File: config.mk
export PLATFORM = sky130hd
export DESIGN_NAME = lagged_rotate_keystream_xor
export DESIGN_NICKNAME = d
export VERILOG_FILES = /design/src/rtl/core/lrk_pkg.sv /design/src/rtl/core/lrk_cell.sv /design/src/rtl/core/lrk_ctrl.sv /design/src/rtl/core/lagged_rotate_keystream_xor.sv
export SDC_FILE = /design/constraint.sdc
export NUM_CORES = 2
export LEC_CHECK = 0
export BUFFER_PORTS_ARGS = -buffer_cell sky130_fd_sc_hd__buf_2
export CAP_MARGIN = 20
export CORE_ASPECT_RATIO = 2
export CORE_MARGIN = 2
export CORE_UTILIZATION = 50
export CTS_BUF_LIST = sky130_fd_sc_hd__clkbuf_4 sky130_fd_sc_hd__clkbuf_8
export DETAILED_ROUTE_END_ITERATION = 12
export PLACE_DENSITY = 0.67
export SYNTH_ARGS = -nofsm -noshare
export SYNTH_HDL_FRONTEND = slang
export SYNTH_SLANG_ARGS = --single-unit
File: constraint.sdc
create_clock -name clk -period 27 [get_ports clk]
set_clock_uncertainty 0.1 [all_clocks]
set_input_delay 5.4 -clock clk [delete_from_list [all_inputs] [get_ports clk]]
set_output_delay 5.4 -clock clk [all_outputs]
set_load 0.01 [all_outputs]
File: src/rtl/core/lrk_pkg.sv
// Shared types, constants and the add-rotate mix for the lagged keystream block.
package lrk_pkg;

  // Key table geometry
  localparam int TABLE_WORDS = 17;
  localparam int LAG_START   = 10;
  // Lag word sits this many cells behind the lead word in the chain
  localparam int LAG_POS     = TABLE_WORDS - LAG_START;
  localparam int WARM_STEPS  = 9;
  // Table words produced by the seeder after the first one
  localparam int FILL_WORDS  = TABLE_WORDS - 1;
  localparam int CNT_W       = 4;

  localparam logic [31:0] SEED_MULT  = 32'h53A9_B4FB;
  localparam logic [31:0] SEED_RESET = 32'h0000_2477;

  // Per-cycle move of every cell in the chain
  typedef enum logic [1:0] {
    MODE_HOLD  = 2'd0,
    MODE_STEP1 = 2'd1,
    MODE_STEP2 = 2'd2,
    MODE_FILL  = 2'd3
  } cell_mode_t;

  // Controller state, one-hot
  typedef enum logic [5:0] {
    ST_IDLE      = 6'b000001,
    ST_SEED      = 6'b000010,
    ST_FILL      = 6'b000100,
    ST_FILL_LAST = 6'b001000,
    ST_WARM      = 6'b010000,
    ST_BYTE      = 6'b100000
  } ctl_state_t;

  // Controller to datapath
  typedef struct packed {
    cell_mode_t mode;
    logic       seed_from_reg;  // seeder starts from the seed register
    logic       seed_adv;       // seeder advances
    logic       hold_load;      // capture first table word
    logic       fill_from_hold; // chain takes the held first word
    logic       out_from_data;  // output word built from the stored data byte
    logic       out_load;       // output register takes a new word
  } ctl_t;

  // One generator step: rotl(a,9) + rotl(b,13)
  function automatic logic [31:0] mix(input logic [31:0] a, input logic [31:0] b);
    logic [31:0] ra;
    logic [31:0] rb;
    ra = {a[22:0], a[31:23]};
    rb = {b[18:0], b[31:19]};
    return ra + rb;
  endfunction

endpackage

File: src/rtl/core/lrk_cell.sv
// One key table word of the cell chain, fed by its neighbors.
module lrk_cell
  import lrk_pkg::*;
(
  input  logic        clk,
  input  cell_mode_t  mode,
  input  logic [31:0] from_next1,
  input  logic [31:0] from_next2,
  input  logic [31:0] from_prev,
  output logic [31:0] word_o
);

  logic [31:0] word_r;

  // shift by one or two steps toward the lead, or fill from behind
  always_ff @(posedge clk) begin
    case (mode)
      MODE_STEP1: word_r <= from_next1;
      MODE_STEP2: word_r <= from_next2;
      MODE_FILL:  word_r <= from_prev;
      default:    word_r <= word_r;
    endcase
  end

  assign word_o = word_r;

endmodule

File: src/rtl/core/lrk_ctrl.sv
// Sequencer for normal bytes and the reseed / fill / warm-up run.
module lrk_ctrl
  import lrk_pkg::*;
(
  input  logic clk,
  input  logic rst_n,
  input  logic in_valid,
  input  logic in_restart,
  input  logic out_free,
  output logic in_ready,
  output ctl_t ctl
);

  ctl_state_t        state_r, state_nxt;
  logic [CNT_W-1:0]  cnt_r, cnt_nxt;
  logic              accept;

  assign in_ready = (state_r == ST_IDLE) && out_free;
  assign accept   = in_valid && in_ready;

  // next state and chain control
  always_comb begin
    state_nxt          = state_r;
    cnt_nxt            = cnt_r;
    ctl                = '0;
    ctl.mode           = MODE_HOLD;
    unique case (state_r)
      ST_IDLE: begin
        if (accept) begin
          if (in_restart) begin
            state_nxt = ST_SEED;
          end else begin
            ctl.mode     = MODE_STEP2;
            ctl.out_load = 1'b1;
          end
        end
      end
      ST_SEED: begin
        ctl.seed_from_reg = 1'b1;
        ctl.seed_adv      = 1'b1;
        ctl.hold_load     = 1'b1;
        cnt_nxt           = '0;
        state_nxt         = ST_FILL;
      end
      ST_FILL: begin
        ctl.seed_adv = 1'b1;
        ctl.mode     = MODE_FILL;
        cnt_nxt      = cnt_r + 1'b1;
        if (cnt_r == CNT_W'(FILL_WORDS - 1)) begin
          state_nxt = ST_FILL_LAST;
        end
      end
      ST_FILL_LAST: begin
        ctl.mode           = MODE_FILL;
        ctl.fill_from_hold = 1'b1;
        cnt_nxt            = '0;
        state_nxt          = ST_WARM;
      end
      ST_WARM: begin
        ctl.mode = MODE_STEP1;
        cnt_nxt  = cnt_r + 1'b1;
        if (cnt_r == CNT_W'(WARM_STEPS - 1)) begin
          state_nxt = ST_BYTE;
        end
      end
      ST_BYTE: begin
        if (out_free) begin
          ctl.mode          = MODE_STEP2;
          ctl.out_load      = 1'b1;
          ctl.out_from_data = 1'b1;
          state_nxt         = ST_IDLE;
        end
      end
      default: begin
        state_nxt = ST_IDLE;
      end
    endcase
  end

  always_ff @(posedge clk) begin
    if (!rst_n) begin
      state_r <= ST_IDLE;
      cnt_r   <= '0;
    end else begin
      state_r <= state_nxt;
      cnt_r   <= cnt_nxt;
    end
  end

  // a restart word always starts the seeding run
  a_restart_seeds: assert property (@(posedge clk) disable iff (!rst_n)
    accept && in_restart |=> state_r == ST_SEED)
    else $error("restart word did not start reseed");

  // double steps only for a byte, never during fill or warm-up
  a_step2_byte_only: assert property (@(posedge clk) disable iff (!rst_n)
    ctl.mode == MODE_STEP2 |-> ctl.out_load)
    else $error("double step without output load");

  a_fill_count: assert property (@(posedge clk) disable iff (!rst_n)
    state_r == ST_FILL |-> cnt_r <= CNT_W'(FILL_WORDS - 1))
    else $error("fill count overrun");

  a_warm_count: assert property (@(posedge clk) disable iff (!rst_n)
    state_r == ST_WARM |-> cnt_r <= CNT_W'(WARM_STEPS - 1))
    else $error("warm-up count overrun");

endmodule

File: src/rtl/core/lagged_rotate_keystream_xor.sv
// Top level: lagged add-rotate keystream generator XORed onto a byte stream.
//
// Input words (in_*) carry one data byte in in_tdata and the restart flag in
// in_tuser. Each accepted word gives exactly one output word (out_*): the byte
// XORed with one keystream byte. The seed is written on the cfg_* channel,
// which is always ready; write it only while no byte is in flight.
// A word without restart is taken while the sequencer is idle; its result is in
// the output register on the next cycle, so such bytes stream at one per cycle
// while out_tready stays high. Each output byte takes two add-rotate steps over
// the 17-cell word chain; warm-up steps are single. A word with restart goes through
// accept, seed, 16 fill words from the multiplier, placing the first word, 9
// warm-up steps and a final step that loads the result once the output is free.
// The single 32x32 seed multiplier and one-word chain fill entry set this run's length.
// Reset returns the seed to 0x2477 and the sequencer to idle; the key table is
// undefined until the first restart word. When out_tready is low the result
// holds in the output register and no new input word is taken.
module lagged_rotate_keystream_xor
  import lrk_pkg::*;
(
  input  logic        clk,
  input  logic        rst_n,
  input  logic        in_tvalid,
  output logic        in_tready,
  input  logic [7:0]  in_tdata,    // [7:0] data_byte
  input  logic        in_tuser,    // [0] restart
  output logic        out_tvalid,
  input  logic        out_tready,
  output logic [7:0]  out_tdata,   // [7:0] out_byte
  input  logic        cfg_valid,
  output logic        cfg_ready,
  input  logic [31:0] cfg_data
);

  ctl_t        ctl;
  logic        out_free;
  logic [31:0] seed_r;
  logic [31:0] s_r, s_src, s_prod, s_nxt;
  logic [31:0] hold_r;
  logic [31:0] fill_word;
  logic [7:0]  data_r;
  logic [7:0]  out_data_r;
  logic        out_valid_r;
  logic [31:0] r1, r2;
  logic [7:0]  byte_src;
  logic [31:0] word   [TABLE_WORDS];
  logic [31:0] next1  [TABLE_WORDS];
  logic [31:0] next2  [TABLE_WORDS];
  logic [31:0] prev   [TABLE_WORDS];

  assign out_free  = !out_valid_r || out_tready;
  assign cfg_ready = 1'b1;

  lrk_ctrl u_ctrl (
    .clk        (clk),
    .rst_n      (rst_n),
    .in_valid   (in_tvalid),
    .in_restart (in_tuser),
    .out_free   (out_free),
    .in_ready   (in_tready),
    .ctl        (ctl)
  );

  // seed register
  always_ff @(posedge clk) begin
    if (!rst_n) begin
      seed_r <= SEED_RESET;
    end else if (cfg_valid && cfg_ready) begin
      seed_r <= cfg_data;
    end
  end

  // seeder: s = 1 - s * mult
  assign s_src  = ctl.seed_from_reg ? seed_r : s_r;
  assign s_prod = s_src * SEED_MULT;
  assign s_nxt  = 32'd1 - s_prod;

  always_ff @(posedge clk) begin
    if (ctl.seed_adv) begin
      s_r <= s_nxt;
    end
    if (ctl.hold_load) begin
      hold_r <= s_nxt;
    end
  end

  assign fill_word = ctl.fill_from_hold ? hold_r : s_nxt;

  // generator steps: cell 0 holds the lead word, LAG_POS the lag word
  assign r1 = mix(word[0], word[LAG_POS]);
  assign r2 = mix(word[1], word[LAG_POS + 1]);

  // neighbor wiring of the chain
  for (genvar p = 0; p < TABLE_WORDS; p++) begin : g_chain
    if (p == TABLE_WORDS - 1) begin : g_tail
      assign next1[p] = r1;
      assign next2[p] = r2;
    end else if (p == TABLE_WORDS - 2) begin : g_pen
      assign next1[p] = word[p + 1];
      assign next2[p] = r1;
    end else begin : g_mid
      assign next1[p] = word[p + 1];
      assign next2[p] = word[p + 2];
    end
    if (p == 0) begin : g_head
      assign prev[p] = fill_word;
    end else begin : g_body
      assign prev[p] = word[p - 1];
    end

    lrk_cell u_cell (
      .clk        (clk),
      .mode       (ctl.mode),
      .from_next1 (next1[p]),
      .from_next2 (next2[p]),
      .from_prev  (prev[p]),
      .word_o     (word[p])
    );
  end

  // data byte kept over the reseed run
  always_ff @(posedge clk) begin
    if (in_tvalid && in_tready) begin
      data_r <= in_tdata;
    end
  end

  assign byte_src = ctl.out_from_data ? data_r : in_tdata;

  // output register
  always_ff @(posedge clk) begin
    if (!rst_n) begin
      out_valid_r <= 1'b0;
    end else if (ctl.out_load) begin
      out_valid_r <= 1'b1;
    end else if (out_tready) begin
      out_valid_r <= 1'b0;
    end
  end

  always_ff @(posedge clk) begin
    if (ctl.out_load) begin
      out_data_r <= byte_src ^ r2[31:24];
    end
  end

  assign out_tvalid = out_valid_r;
  assign out_tdata  = out_data_r;

  // a plain byte gives its result on the next cycle
  a_plain_latency: assert property (@(posedge clk) disable iff (!rst_n)
    in_tvalid && in_tready && !in_tuser |=> out_tvalid)
    else $error("plain byte result missing");

  // never overwrite a result that is still waiting
  a_no_overwrite: assert property (@(posedge clk) disable iff (!rst_n)
    out_valid_r && !out_tready |-> !ctl.out_load)
    else $error("pending result overwritten");

  // the chain only moves on idle accept or inside the reseed run
  a_chain_quiet: assert property (@(posedge clk) disable iff (!rst_n)
    in_tready && !in_tvalid |-> ctl.mode == MODE_HOLD)
    else $error("chain moved while idle");

endmodule
==> flow_metrics.py <==
metrics = {
    "die": {
        "core_area_um2": 87700,
        "row_count": 154,
        "die_x_um": 214,
        "start_util": 0.503,
        "dieHeight_um": 424,
        "die-area_um2": 90700,
        "io_pins": 57,
    },
    "synthesis": {
        "synth.net_count": 4878,
        "ys_async_sr_fraction": 0,
        "synth_edf_count": 624,
        "ys_warn_count": 0,
        "syn_inst": 4319,
        "syn_area_um2": 44100,
        "yosys_most_used_dff": "edfxtp_1",
        "syn_avg_cell_area_um2": 10.2,
        "synth_seq_cells": 667,
        "seq_area_frac_synth": 0.445,
        "yosysUniqueCellTypes": 76,
    },
    "critical_path": {
        "reg2reg_depth": 29,
        "worstSetupEndpointType": "output pin",
        "reg2reg_slack_ns": 17.01,
        "crit_fanout": 6,
        "reg2reg_to": "g_chain[0].u_cell.word_o[25]$_DFFE_PP_",
        "timing.rr.start": "u_ctrl.state_r[2]$_SDFFE_PN0P_",
        "crit_required_ns": 21.50,
        "cp.arrival_ns": 6.04,
        "worstSetupPathType": "in2out",
        "critPathLaunchType": "input pin",
    },
    "grt": {
        "groute.usage.overall": 0.256,
        "grt_pass1_vias": 31200,
        "grt_max_degree": 225,
        "overflow": 0,
        "grt_pass1_wl_um": 181000,
        "antenna_found_initial": 4,
    },
    "sta": {
        "drv_slew": 0,
        "worst_pin_slew_ns": 1.20,
        "hold_viol": 0,
        "rsz0062_at_grt": "false",
        "fin_tns_setup_ns": 0,
        "finalSetupViolCount": 0,
        "slew-limit-headroom": 0.200,
        "period_needed_ns": 11.54,
        "max_freq_mhz": 86.6,
        "fin_crit_sh": 0.428,
    },
    "clock_tree": {
        "cts.sinks": 667,
        "htreeDepth": 3,
        "clk_pin_slew_worst_paths_ns": 0.07,
        "cts_tree": "yes",
        "cts_buffer_depth": 3,
        "clock-root-buffer": "clkbuf_8",
        "cts_buffers": 103,
        "post-cts-setup-buffers": 0,
        "cts_resized": 0,
        "cts_hold_buf": 0,
        "clkLatencyLatePin_ns": 0.74,
    },
    "hold_path": {
        "min_to": "u_ctrl.cnt_r[3]$_SDFFE_PN0P_",
        "min-delay-start": "u_ctrl.cnt_r[3]$_SDFFE_PN0P_",
        "holdPathStages": 1,
        "hp-class": "reg2reg",
    },
    "run": {
        "max-cap-violations": 0,
    },
    "layout": {
        "layout_commonest_cell": "nand2_1",
        "area_growth_pct": 7.90,
        "layout_common_cells": "nand2_1 (1033), edfxtp_1 (624), inv_1 (503)",
        "drive_gt1_frac": 0.0662,
        "fin_nets": 4874,
    },
    "route": {
        "dr_total_vias": 32100,
        "remaining_drc_errors": 0,
        "dr.pass1.iters": 6,
        "vias_per_cell": 5.76,
        "wl_per_cell_um": 20.8,
        "drt_iter0_markers": 3407,
        "totalWireLength_um": 116000,
        "drtAntennaViolNets": 0,
    },
    "placed_design": {
        "io_buffers": 55,
        "routabilityCongestion": 0.925,
        "dpl.hpwl_um": 83100,
    },
    "outcome": {
        "outcome": "completed",
    },
}
[layer usage]
layer,track usage,wire (µm),vias up,part of all wire
met4,0.104,4590,2,0.040
met2,0.418,55000,1175,0.47
met1,0.349,49200,15700,0.42
met3,0.0295,7110,172,0.061
li1,-,-,15100,-
met5,0,8,-,0.000069
[worst max-delay path by stage]
stage | start | to | slack, ns | depth (start not counted)
after floorplan | out_tready | g_chain[0].u_cell.word_o[0]$_DFFE_PP_ | 3.26 | 5
after global placement | out_tready | in_tready | 15.47 | 4
after detailed placement | out_tready | in_tready | 15.46 | 4
after CTS | out_tready | in_tready | 15.45 | 4
after global routing | out_tready | in_tready | 15.42 | 4
final | out_tready | in_tready | 15.46 | 4
[area by class of cell]
class / count / area, µm²
sequential: 667 / 19600
fill: 7762 / 40100
timing repair buffer: 95 / 638
antenna: 3 / 7.51
tap: 1170 / 1460
inverter: 505 / 1900
clock inverter: 49 / 379
multi-input combinational: 2943 / 21900
clock buffer: 140 / 1730
[Yosys cell counts (all sizes together) (4+ instances only)]
| cell type | count | area [µm²] |
|---|---|---|
| a221o | 29 | 290 |
| nand2 | 1034 | 3880 |
| nand4 | 6 | 37.5 |
| a211oi | 14 | 105 |
| and3 | 13 | 81.3 |
| xor2 | 51 | 447 |
| or2 | 9 | 56.3 |
| nor3b | 5 | 37.5 |
| nor2b | 40 | 250 |
| o221ai | 8 | 70.1 |
| a211o | 4 | 35.0 |
| nand2b | 14 | 87.6 |
| ha | 303 | 3790 |
| xnor2 | 98 | 858 |
| a21oi | 124 | 621 |
| mux2i | 75 | 763 |
| nand3b | 5 | 37.5 |
| clkbuf | 175 | 657 |
| nor3 | 22 | 110 |
| and2 | 9 | 56.3 |
| nor2 | 98 | 368 |
| o211ai | 9 | 67.6 |
| a31oi | 13 | 81.3 |
| edfxtp | 624 | 18700 |
| nor4 | 6 | 37.5 |
| nand3 | 21 | 105 |
| buf | 29 | 121 |
| inv | 505 | 1900 |
| o21a | 12 | 90.1 |
| o21ai | 90 | 450 |
| o31ai | 10 | 75.1 |
| o21bai | 11 | 82.6 |
| a221oi | 5 | 50.0 |
| a22oi | 498 | 3740 |
| fa | 210 | 4200 |
| dfxtp | 43 | 861 |
| a21o | 41 | 315 |
| mux2 | 5 | 56.3 |
[flip-flops by register name (all words and copies together), names as in the netlist]
signal,flops
data_r,8
out_tvalid,1
hold_r,32
u_ctrl.cnt_r,4
seed_r,32
out_tdata,8
u_ctrl.state_r,6
s_r,32
g_chain.u_cell.word_o,544
[stage by stage]
stage          instances   util  hold WS [ns]  cell area [µm²]  setup WS [ns]
2_1_floorplan       4319      -         0.331            44100           3.26
3_3_place_gp        5378  0.518         0.354            45400          15.47
3_5_place_dp        5379  0.518         0.358            45400          15.46
4_1_cts             5568  0.542         0.373            47500          15.45
5_1_grt             5570  0.543         0.425            47600          15.42
6_report            5572  0.543         0.372            47600          15.46
[cell families (layout without fill, tap and decap cells)]
logic type | count (synthesis) | in the layout | synth area share
xor+xnor | 151 | 151 | 0.0306
mux | 80 | 80 | 0.0186
compound gates | 906 | 906 | 0.146
simple gates | 1292 | 1292 | 0.118
fa+ha+maj | 513 | 513 | 0.181
other cells | 1 | 4 | 0.0000851
buf+inv | 709 | 789 | 0.0606
flops | 667 | 667 | 0.445
[worst max-delay path, cell delays in order]
cell and delay [ns]:
buf_2 0.09, nand2b_1 0.23, and2_1 0.19, buf_2 0.13
Power is not shown: default switching activity piles up to over one toggle a cycle in this logic, so the estimate is an artifact.
